## src/qmj_pkg.sv

```systemverilog
// Shared types and constants for the quintic minimum-jerk interpolator.
// Used by the controller, the datapath and the top level.
package qmj_pkg;

  // Interval count width, set by the num_intervals register.
  localparam int NW = 7;
  // Step time width, unsigned Q0.16.
  localparam int SW = 16;
  // Duration width: NW + SW bits, unsigned.
  localparam int DW = NW + SW;
  // Largest interval count used; larger register values are capped to it.
  localparam int MAX_INTERVALS = 64;
  // Wide accumulator width and its saturation bound.
  localparam int AW = 64;
  localparam logic signed [AW-1:0] WIDE_LIM = 64'sd1 <<< 51;
  // Quotient bits resolved per divider cycle and divider steps per division.
  localparam int DIV_BITS  = 8;
  localparam int DIV_STEPS = AW / DIV_BITS;
  // Joints at or above this index run with zero velocity and acceleration.
  localparam logic [5:0] FIRST_PLAIN_JOINT = 6'd6;

  // Register indexes.
  localparam logic REG_NUM_INTERVALS = 1'b0;
  localparam logic REG_STEP_TIME     = 1'b1;

  // Command from the controller to the datapath.
  typedef struct packed {
    logic          load;      // capture an input item
    logic          dur;       // form the duration
    logic          scale1;    // velocity product and first acceleration product
    logic          scale2;    // second acceleration product
    logic          coef;      // form the six coefficients
    logic          pt_init;   // start Horner for a new point
    logic          mul;       // acc times i
    logic          div_init;  // load the divider
    logic          div_step;  // one divider cycle
    logic          add;       // rounded quotient plus coefficient
    logic          out_load;  // load the output register
    logic          last;      // final point of the run
    logic [NW-1:0] idx;       // point index i
    logic [2:0]    k;         // coefficient number
  } qmj_cmd_t;

  // Status from the datapath to the controller.
  typedef struct packed {
    logic [NW-1:0] n_eff;     // effective interval count
    logic          out_free;  // output register can take a point
  } qmj_stat_t;

  // Saturate a wide value to +-WIDE_LIM.
  function automatic logic signed [AW-1:0] clamp_wide(input logic signed [AW-1:0] a);
    logic signed [AW-1:0] r;
    r = a;
    if (a > WIDE_LIM) r = WIDE_LIM;
    if (a < -WIDE_LIM) r = -WIDE_LIM;
    return r;
  endfunction

endpackage

```

## src/qmj_ctrl.sv

```systemverilog
// Sequencer for the quintic interpolator: steps the datapath through setup,
// Horner evaluation with a shared divider, and output of each point.
// Depends on qmj_pkg.
module qmj_ctrl (
  input  logic              clk_i,
  input  logic              rst_ni,
  input  logic              in_valid_i,
  output logic              in_ready_o,
  input  qmj_pkg::qmj_stat_t stat_i,
  output qmj_pkg::qmj_cmd_t  cmd_o
);
  import qmj_pkg::*;

  localparam logic [3:0] ST_IDLE = 4'd0;
  localparam logic [3:0] ST_DUR  = 4'd1;
  localparam logic [3:0] ST_SC1  = 4'd2;
  localparam logic [3:0] ST_SC2  = 4'd3;
  localparam logic [3:0] ST_COEF = 4'd4;
  localparam logic [3:0] ST_PINI = 4'd5;
  localparam logic [3:0] ST_MUL  = 4'd6;
  localparam logic [3:0] ST_DINI = 4'd7;
  localparam logic [3:0] ST_DSTP = 4'd8;
  localparam logic [3:0] ST_ADD  = 4'd9;
  localparam logic [3:0] ST_OUT  = 4'd10;

  logic [3:0]    state_q, state_d;
  logic [NW-1:0] idx_q, idx_d;
  logic [2:0]    k_q, k_d;
  logic [$clog2(DIV_STEPS)-1:0] dcnt_q, dcnt_d;
  logic          last;

  assign in_ready_o = (state_q == ST_IDLE);
  assign last = (idx_q == stat_i.n_eff - NW'(1));

  // Next state and command decode.
  always_comb begin
    state_d = state_q;
    idx_d   = idx_q;
    k_d     = k_q;
    dcnt_d  = dcnt_q;
    cmd_o   = '0;
    cmd_o.idx  = idx_q;
    cmd_o.k    = k_q;
    cmd_o.last = last;
    case (state_q)
      ST_IDLE: begin
        if (in_valid_i) begin
          cmd_o.load = 1'b1;
          state_d = ST_DUR;
        end
      end
      ST_DUR: begin
        cmd_o.dur = 1'b1;
        idx_d = NW'(1);
        if (stat_i.n_eff < NW'(2)) state_d = ST_IDLE;
        else state_d = ST_SC1;
      end
      ST_SC1: begin
        cmd_o.scale1 = 1'b1;
        state_d = ST_SC2;
      end
      ST_SC2: begin
        cmd_o.scale2 = 1'b1;
        state_d = ST_COEF;
      end
      ST_COEF: begin
        cmd_o.coef = 1'b1;
        state_d = ST_PINI;
      end
      ST_PINI: begin
        cmd_o.pt_init = 1'b1;
        k_d = 3'd4;
        state_d = ST_MUL;
      end
      ST_MUL: begin
        cmd_o.mul = 1'b1;
        state_d = ST_DINI;
      end
      ST_DINI: begin
        cmd_o.div_init = 1'b1;
        dcnt_d = '0;
        state_d = ST_DSTP;
      end
      ST_DSTP: begin
        cmd_o.div_step = 1'b1;
        dcnt_d = dcnt_q + 1'b1;
        if (dcnt_q == ($clog2(DIV_STEPS))'(DIV_STEPS - 1)) state_d = ST_ADD;
      end
      ST_ADD: begin
        cmd_o.add = 1'b1;
        if (k_q == 3'd0) begin
          state_d = ST_OUT;
        end else begin
          k_d = k_q - 3'd1;
          state_d = ST_MUL;
        end
      end
      ST_OUT: begin
        if (stat_i.out_free) begin
          cmd_o.out_load = 1'b1;
          if (last) begin
            state_d = ST_IDLE;
          end else begin
            idx_d = idx_q + NW'(1);
            state_d = ST_PINI;
          end
        end
      end
      default: state_d = ST_IDLE;
    endcase
  end

  // State registers.
  always_ff @(posedge clk_i or negedge rst_ni) begin
    if (!rst_ni) begin
      state_q <= ST_IDLE;
      idx_q   <= '0;
      k_q     <= '0;
      dcnt_q  <= '0;
    end else begin
      state_q <= state_d;
      idx_q   <= idx_d;
      k_q     <= k_d;
      dcnt_q  <= dcnt_d;
    end
  end

endmodule

```

## config.mk

```make
export PLATFORM = sky130hd
export DESIGN_NAME = qmj_ctrl
export DESIGN_NICKNAME = d
export VERILOG_FILES = /design/src/qmj_pkg.sv /design/src/qmj_ctrl.sv
export SDC_FILE = /design/constraint.sdc
export NUM_CORES = 1
export LEC_CHECK = 0
export ABC_AREA = 1
export ABC_CLOCK_PERIOD_IN_PS = 4100
export BUFFER_PORTS_ARGS = -buffer_cell sky130_fd_sc_hd__buf_2
export CELL_PAD_IN_SITES_DETAIL_PLACEMENT = 0
export CELL_PAD_IN_SITES_GLOBAL_PLACEMENT = 1
export CORE_UTILIZATION = 25
export CTS_CLUSTER_SIZE = 8
export DETAILED_ROUTE_END_ITERATION = 16
export GPL_TIMING_DRIVEN = 0
export PLACE_DENSITY = 0.68
export SYNTH_ARGS = -nofsm -noshare
export SYNTH_HDL_FRONTEND = slang
export SYNTH_SLANG_ARGS = --single-unit
```

## constraint.sdc

```tcl
create_clock -name clk_i -period 4.1 [get_ports clk_i]
set_input_delay 0.41 -clock clk_i [delete_from_list [all_inputs] [get_ports clk_i]]
set_output_delay 0.41 -clock clk_i [all_outputs]
set_load 0.05 [all_outputs]
```

# Word-level counts from Yosys, hierarchy flattened
# Cells that the tools add are included.
dict set report totals {
  reg_bits 17
  latchBits 0
  ram_bits 0
  romBits 0
  input_bits 11
  output_inout_bits 23
  elab_cells 60
  mem_count 0
}
dict set report op_classes {
  addsub 4
  n_mul 0
  n_div 0
  magnitude_cmp 1
  eq_ne 17
  shifts 0
  n_mux 26
  n_bitwise 0
  n_reduce_logical 8
}
# cell n
set ops {}
lappend ops {{$pmux W4 S11} 1}
lappend ops {{$eq A4 B3 Y1 const B} 4}
lappend ops {{$mux W4} 4}
lappend ops {{$mux W7} 2}
lappend ops {{$pmux W7 S2} 1}
lappend ops {{$mux W1} 13}
lappend ops {{$eq A4 B4 Y1 const B} 3}
lappend ops {{$pmux W3 S2} 2}
lappend ops {{$ne A2 B2 Y1 const B} 5}
lappend ops {{$eq A4 B2 Y1 const B} 2}
lappend ops {{$add A7 B1 Y7 const B} 1}
lappend ops {{$eq A7 B7 Y1} 1}
lappend ops {{$lt A7 B2 Y1 const B} 1}
lappend ops {{$sub A7 B1 Y7 const B} 1}
lappend ops {{$mux W3} 2}
lappend ops {{$reduce_and A3 Y1} 2}
lappend ops {{$reduce_bool A2 Y1} 3}
lappend ops {{$eq A4 B1 Y1 const B} 1}
lappend ops {{$logic_not A4 Y1} 1}
lappend ops {{$add A3 B1 Y3 const B} 1}
lappend ops {{$eq A3 B3 Y1 const B} 1}
lappend ops {{$logic_not A3 Y1} 1}
lappend ops {{$sub A3 B1 Y3 const B} 1}
lappend ops {{$mux W2} 1}
lappend ops {{$reduce_and A2 Y1} 1}

# Logic depth before layout (Yosys ltp)
# Gate-level depths: netlist of run 1.
dict set report depth {
  word_depth 5
  mapped_depth 13
  ltp_nobuf 13
}

# Worst setup path after synthesis of run 1
# OpenSTA, ideal clock, no wires.
dict set report synth_timing {
  kind {reg-to-output}
  from {reg state_q[1]}
  to {out cmd_o[21] (netlist bit)}
  t_arrival_ns 2.095
  required_time_ns 3.690
  path_slack_ns 1.595
  stages_incl_launch_ff 6
  path_buffers 0
  path_cell_list {dfrtp_1 -> nor2_1 -> inv_1 -> nor2_1 -> inv_1 -> nor2_1}
}
# item line
set synth_rtl {}
lappend synth_rtl {{from (decl)} qmj_ctrl.sv:26} ;# logic [3:0] state_q, state_d;
lappend synth_rtl {{from (signal assigned)} qmj_ctrl.sv:121} ;# state_q <= state_d;
lappend synth_rtl {{to (decl)} qmj_ctrl.sv:10} ;# output qmj_pkg::qmj_cmd_t cmd_o

# Final worst setup path of run 1
dict set report layout_timing {
  from {in stat_i[1] (netlist bit)}
  to {out cmd_o[10] (netlist bit)}
}
dict set report layout_via {
  elab_chain_len 2
}
# item line
set layout_lines {}
lappend layout_lines {{from (decl)} qmj_ctrl.sv:9} ;# input qmj_pkg::qmj_stat_t stat_i,
lappend layout_lines {{$sub A7 B1 Y7} qmj_ctrl.sv:33} ;# assign last = (idx_q == stat_i.n_eff - NW'(1));
lappend layout_lines {{$eq A7 B7 Y1} qmj_ctrl.sv:33}
# Every way passes these cells.

==> impl_metrics.csv, run 1 <==
group,metric,value,unit
power,powerDensity,560,nW/µm²
synthesis,synth.distinct_cells,28,
detailed_routing,route.met3.wl,88,µm
floorplan,rows,26,
synthesis,synth_edf_count,0,
power,switchingPower,0.522,mW
floorplan,num_io_pins,34,
setup_path,startpoint_type,"primary input",
setup_path,crit_slowest_cell,"ha_1",
placement,dpl.cell_count,317,
setup_path,max_stage_delay,0.31,ns
placement,post-dp-hpwl,2.70,mm
timing,setup_tns,0,ns
power,leakage,0.985,nW
clock_network,cts-buffers-inserted,3,
timing,hold_viol,0,
detailed_routing,wirelength,3.35,mm
synthesis,syn_nets,231,
cells_and_area,fin_cells,321,
power,p_clk_share,13.1,%
floorplan,core_area,5240,µm²
setup_path,cp_max_fo,4,
clock_network,cts_resized,0,
clock_network,cts-root-buf,"clkbuf_8",
setup_path,path_common_cell,"nand2_1",
timing,fin_ws,1.80,ns
detailed_routing,wl_per_cell,10.4,µm
detailed_routing,drc,0,
run,max_cap_violations,0,
setup_path,crit_chain,"buf_2, inv_2, ha_1, inv_1, nand2_1, nand2_1, nor2_1, nand3_2, nor2_4, nand2_1, inv_1, buf_4, buf_2",
setup_path,crit_arrival,1.89,ns
min_path,hp-class,"in2async",
setup_path,crit_end,"cmd_o[10]",
synthesis,async_flop_share,100,%
detailed_routing,drt-met1-wl,1.68,mm
cells_and_area,nets,269,
detailed_routing,vias,1367,
clock_network,clock_latency,0.25,ns
grt,grt_use_total,12.0,%
synthesis,yosysWarnings,0,
cells_and_area,syn2layout_area_growth,21.3,%
timing,max_slew_margin,63.3,%
detailed_routing,dr.pass1.iters,4,
setup_path,r2r_end,"idx_q[0]",
clock_network,cts.path.max_buffers,2,
clock_network,cts_sinks,17,
detailed_routing,viasPerCell,4.26,
detailed_routing,routed.top_layer,"met4",
grt,antenna_found_initial,0,
setup_path,r2r_slack,2.61,ns
power,combPwrFrac,60.1,%
cells_and_area,drive_above_1_share,24.3,%
detailed_routing,ant_nets,0,
power,power_switching_share,54.9,%
cells_and_area,mostFrequentLayoutCell,"nand2_1",
timing,drv_slew,0,
grt,grt_pass1_vias,1248,
placement,portBuffers,33,
setup_path,cp-startpoint,"stat_i[1]",
floorplan,start_util,26.8,%
grt,gr-total-overflow,0,
synthesis,avgSynthCellArea,6.55,µm²
grt,grt_max_degree,18,
timing,fin_worst_skew,0.00508,ns
timing,max_freq,436,MHz
synthesis,syn_inst,214,
clock_network,cts_tree,"built",
timing,layout_min_cycle_time,2.30,ns
power,max-vdd-ir-drop,0.000203,V
synthesis,synth-seq-cells,17,
placement,place_congestion,0.742,
setup_path,worstSetupEndpointType,"output port",
grt,grt_pass1_wl,5.74,mm
cells_and_area,final_cell_mix,"61 x nand2_1, 36 x inv_1, 34 x buf_2",
timing,setup_viol,0,
floorplan,fp.dieW,76.9,µm
clock_network,cts_hold_buf,0,
detailed_routing,wl_met2,1.52,mm
cells_and_area,diodes,0,
setup_path,required,3.69,ns
timing,post-route-period-util,56.0,%
setup_path,reg2regPathDepth,10,
timing,worst_slew_pin_slew,0.545,ns
setup_path,worstSetupPathType,"in2out",
synthesis,syn-cell-area,1400,µm²
floorplan,dieArea,5910,µm²
placement,place_ws,1.80,ns
outcome,status,"finished clean",
synthesis,yosys_most_used_dff,"dfrtp_1",
clock_network,cts.htree.levels,1,
clock_network,clk_pin_slew,0.07,ns
detailed_routing,drt_iter0_markers,73,
setup_path,r2r_start,"idx_q[0]",
power,power.internal,0.429,mW
power,pwr-share-seq,26.8,%
clock_network,postCtsSetupRepairBufs,0,
floorplan,die_h,76.9,µm
synthesis,ys_seq_area_share,30.4,%
timing,rsz0062_at_grt,"false",
## cells by family after synthesis
| logic type | Yosys count | share of synthesized area (%) |
|---|---|---|
| simple gates | 127 | 42.9 |
| buf+inv | 45 | 12.4 |
| fa+ha+maj | 6 | 5.36 |
| flops | 17 | 30.4 |
| compound gates | 14 | 5.89 |
| xor+xnor | 5 | 3.12 |
## worst max-delay path: cells and delay by family
| kind | cells | cell delay, ns |
|---|---|---|
| and+or+nand+nor | 6 | 0.58 |
| adders and majority gates | 1 | 0.31 |
| buffers and inverters | 6 | 0.59 |
## sequential cells by signal (all words and copies together), names as in the netlist
register  cells
state_q       4
k_q           3
idx_q         7
dcnt_q        3
## through the flow
stage | util (%) | hold WS [ns] | power (mW) | instance area [µm²]
finish | 32.4 | 0.0720 | 0.951 | 1700
global route | 32.4 | 0.107 | 1.03 | 1700
CTS | 32.4 | 0.0871 | 0.958 | 1700
detailed placement | 31.6 | 0.359 | 0.832 | 1650
global placement | 31.6 | 0.360 | 0.832 | 1650
floorplan | - | 0.114 | 0.702 | 1400
## power by group through the flow
| stage | logic [mW] | registers [mW] | clock network, mW |
|---|---|---|---|
| floorplan | 0.390 | 0.312 | 0 |
| global placement | 0.574 | 0.258 | 0 |
| detailed placement | 0.573 | 0.259 | 0 |
| CTS | 0.575 | 0.255 | 0.128 |
| global route | 0.634 | 0.263 | 0.134 |
| finish | 0.572 | 0.255 | 0.125 |
## worst min-delay path by stage
stage	startpoint	endpoint	cells past startpoint
floorplan	rst_ni	dcnt_q[0]	0
global placement	rst_ni	k_q[2]	1
detailed placement	rst_ni	k_q[2]	1
CTS	rst_ni	k_q[2]	1
global route	rst_ni	state_q[3]	1
finish	rst_ni	idx_q[6]	1
## synth_stat cells (3+ instances only)
cell / n / share of area (%)
a21oi_1: 4 / 1.4
xor2_1: 4 / 2.5
o21ai_0: 4 / 1.4
nand4_1: 7 / 3.1
nor2_2: 3 / 1.3
nand2_1: 61 / 16
ha_1: 6 / 5.4
inv_2: 7 / 1.9
nand2_2: 4 / 1.8
nor2_1: 31 / 8.3
nand3_1: 10 / 3.6
dfrtp_1: 17 / 30
inv_1: 36 / 9.6
## area by class of cell
class                      count  area [µm²]
buffer                         2        12.5
clock buffer                   4        45.0
fill                         606        3540
inverter                      43         161
multi-input combinational    152         802
sequential                    17         425
tap                           70        87.6
timing repair buffer          33         165
## per-layer routing
layer / track usage, % / vias up
met2: 19.3 / 21
met5: 0 / -
met1: 16.2 / 610
met3: 1.67 / 5
li1: - / 731
met4: 4.62 / 0
No activity file was read; power rests on OpenSTA's default activity.
==> run 2: changes to the inputs <==
--- a/config.mk
+++ b/config.mk
@@ -5,8 +5,8 @@
 export SDC_FILE = /design/constraint.sdc
 export NUM_CORES = 1
 export LEC_CHECK = 0
-export ABC_AREA = 1
-export ABC_CLOCK_PERIOD_IN_PS = 4100
+export ABC_AREA = 0
+export ABC_CLOCK_PERIOD_IN_PS = 2300
 export BUFFER_PORTS_ARGS = -buffer_cell sky130_fd_sc_hd__buf_2
 export CELL_PAD_IN_SITES_DETAIL_PLACEMENT = 0
 export CELL_PAD_IN_SITES_GLOBAL_PLACEMENT = 1
@@ -14,7 +14,7 @@
 export CTS_CLUSTER_SIZE = 8
 export DETAILED_ROUTE_END_ITERATION = 16
 export GPL_TIMING_DRIVEN = 0
-export PLACE_DENSITY = 0.68
+export PLACE_DENSITY = 0.65
 export SYNTH_ARGS = -nofsm -noshare
 export SYNTH_HDL_FRONTEND = slang
 export SYNTH_SLANG_ARGS = --single-unit
==> constraint.sdc (replaced) <==
create_clock -name clk_i -period 2.3 [get_ports clk_i]
set_input_delay 0.23 -clock clk_i [delete_from_list [all_inputs] [get_ports clk_i]]
set_output_delay 0.23 -clock clk_i [all_outputs]
set_load 0.05 [all_outputs]
==> run 2 against run 1 <==
  * Via count down 6.9%
  * Cell count down 19%
  * Hold slack better by 0.22 ns
  * Register-to-register slack worse by 2.0 ns
  * Sequential power up 80%
  * Clock power up 80%
  * First-iteration DRC count down 14%
  * Die area down 5.5%
  * Non-clock buffer count up 7
  * Clock skew down 0.0015 ns
  * Critical path type is now reg2out
  * Highest routed layer unchanged
==> impl_metrics.csv, run 2 <==
group,metric,value,unit
power,switchingPower,0.908,mW
setup_path,cp_max_fo,10,
timing,hold_viol,0,
synthesis,syn_inst,152,
synthesis,avgSynthCellArea,8.70,µm²
detailed_routing,vias,1272,
synthesis,yosysTopAreaCell,"dfrtp_1",
detailed_routing,ant_nets,0,
synthesis,synth.top_cell.area_share,32.2,%
timing,fin_worst_skew,0.00354,ns
timing,max_slew_margin,65.9,%
timing,layout_min_cycle_time,2.12,ns
grt,grt_use_total,12.6,%
power,finalPower,1.75,mW
synthesis,synth.distinct_cells,46,
cells_and_area,diodes,0,
cells_and_area,nets,208,
power,pwr-share-seq,26.3,%
timing,drv_slew,0,
placement,place_congestion,0.748,
floorplan,start_util,25.9,%
floorplan,die_h,74.7,µm
setup_path,required,2.07,ns
detailed_routing,wl_per_cell,12.4,µm
outcome,status,"finished clean",
timing,rsz0062_at_grt,"false",
cells_and_area,top_register,"idx_q",
min_path,hp-class,"in2reg",
timing,setup_viol,0,
power,powerDensity,1060,nW/µm²
cells_and_area,mostFrequentLayoutCell,"buf_2",
power,power_switching_share,52.0,%
detailed_routing,dr.pass1.iters,4,
cells_and_area,syn2layout_area_growth,24.4,%
power,combPwrFrac,60.8,%
clock_network,cts.path.max_buffers,2,
power,max-vdd-ir-drop,0.000518,V
clock_network,clk_pin_slew,0.07,ns
synthesis,syn_nets,169,
setup_path,worstSetupEndpointType,"output port",
run,max_cap_violations,0,
clock_network,cts_tree,"built",
synthesis,synth_most_common_cell,"dfrtp_1",
clock_network,clock_latency,0.25,ns
synthesis,async_flop_share,100,%
synthesis,yosysWarnings,0,
floorplan,core_area,5110,µm²
cells_and_area,drive_above_1_share,25.8,%
detailed_routing,wirelength,3.23,mm
synthesis,synth-seq-cells,17,
setup_path,startpoint_type,"flop",
cells_and_area,reg_top3,"idx_q x7, state_q x4",
cells_and_area,final_cell_mix,"36 x buf_2, 17 x dfrtp_1, 13 x nand2_1",
placement,post-dp-hpwl,2.51,mm
synthesis,syn-cell-area,1320,µm²
power,leakage,0.795,nW
clock_network,cts-buffers-inserted,3,
setup_path,crit_arrival,1.89,ns
grt,antenna_found_initial,0,
power,p_clk_share,12.9,%
timing,max_freq,472,MHz
cells_and_area,largest_reg_flops,7,
timing,worst_slew_pin_slew,0.511,ns
clock_network,cts-root-buf,"clkbuf_8",
synthesis,ys_seq_area_share,32.2,%
synthesis,synth_edf_count,0,
grt,grt_max_degree,18,
floorplan,fp.dieW,74.7,µm
setup_path,worstSetupPathType,"reg2out",
clock_network,cts.htree.levels,1,
floorplan,num_io_pins,34,
timing,post-route-period-util,92.1,%
floorplan,rows,26,
floorplan,dieArea,5580,µm²
clock_network,cts_resized,0,
detailed_routing,drc,0,
power,power.internal,0.837,mW
detailed_routing,viasPerCell,4.89,
grt,gr-total-overflow,0,
grt,grt_pass1_vias,1115,
placement,portBuffers,33,
grt,grt_pass1_wl,5.30,mm
cells_and_area,fillers,554,
clock_network,cts_sinks,17,
synthesis,synthTopCellsByCount,"17 x dfrtp_1, 13 x nand2_1, 9 x inv_1, 9 x nand2b_1, 8 x nor2_1",
timing,setup_tns,0,ns
detailed_routing,drt_iter0_markers,63,
synthesis,yosys_most_used_dff,"dfrtp_1",
synthesis,synth_area_leaders,"dfrtp_1 32%, ha_1 5.7%, nand2b_1 4.3%",
==> run 2: changes by cell type after synthesis, sizes merged, moves of 4 or more <==
cell    change
mux2i       +5
nand2      -54
nand3       -7
nand4       -5
inv        -34
nor3        +5
nor2b       +4
nor2       -28
nand2b      +9
==> run 2: worst paths after layout <==
path                            startpoint   endpoint  slack [ns]  cells past startpoint
worst max-delay path            state_q[1]  cmd_o[20]        0.18                      6
worst min-delay path             stat_i[0]   idx_q[1]        0.29                      3
worst max register to register  state_q[1]   idx_q[6]        0.59                      7
worst min register to register   dcnt_q[2]  dcnt_q[2]        0.51                      1
max in group asynchronous           rst_ni  dcnt_q[2]        1.59                      2
min in group asynchronous           rst_ni   idx_q[4]        0.43                      2
==> run 2: cell families (layout without fill, tap and decap cells) <==
kind of cell / after synthesis / in the layout / share of synthesized area (%)
AOI/OAI and AO/OA: 38 / 38 / 21.3
xor gates and xnor gates: 8 / 8 / 5.30
adders and majority gates: 6 / 6 / 5.68
buffers and inverters: 17 / 55 / 5.68
DFF: 17 / 17 / 32.2
muxes: 6 / 6 / 4.64
and+or+nand+nor: 60 / 60 / 25.3
==> run 2: final cells by class <==
type                            count  area (µm²)  share of cell area (%)
Multi-Input combinational cell    118         837                    50.9
Sequential cell                    17         425                    25.9
Timing Repair Buffer               34         175                    10.6
Tap cell                           70        87.6                    5.32
Clock buffer                        4        45.0                    2.74
Buffer                              8        41.3                    2.51
Inverter                            9        33.8                    2.05
==> run 2: metrics by stage <==
step	utilization [%]	area (µm²)	hold slack, ns	worst slack (ns)	std cells
finish	32.2	1650	0.292	0.183	260
global route	32.2	1650	0.312	0.0276	260
CTS	32.2	1650	0.285	0.157	260
detailed placement	31.1	1590	0.187	0.236	255
global placement	31.1	1590	0.193	0.246	255
floorplan	-	1340	-0.0656	0.210	152
==> run 2: power groups by stage <==
stage | Sequential [mW] | Clock (mW) | Combinational [mW]
after floorplan | 0.574 | 0 | 0.720
final | 0.459 | 0.225 | 1.06
after global placement | 0.463 | 0 | 1.07
after global routing | 0.474 | 0.247 | 1.17
after CTS | 0.459 | 0.234 | 1.07
after detailed placement | 0.463 | 0 | 1.07
==> run 2: worst max-delay path, stage by stage (launching register included) <==
cell	delay, ns
dfrtp_1	0.36
buf_4	0.17
nand2b_1	0.18
or3_1	0.34
clkbuf_1	0.24
inv_1	0.09
buf_2	0.26
==> run 2: timing repair <==
item | in CTS | in global routing
hold buffers | 1 | 0
setup buffers | 0 | 0
hold endpoints to repair | 17 | 0
==> run 2: metal layers <==
metal  vias to the layer above  share of wire, %  track usage [%]
li1                        626                 -                -
met1                       605                47             16.1
met2                        37                46             20.7
met3                         4               5.9             3.21
met4                         0               1.1             4.40
met5                         -                 0                0
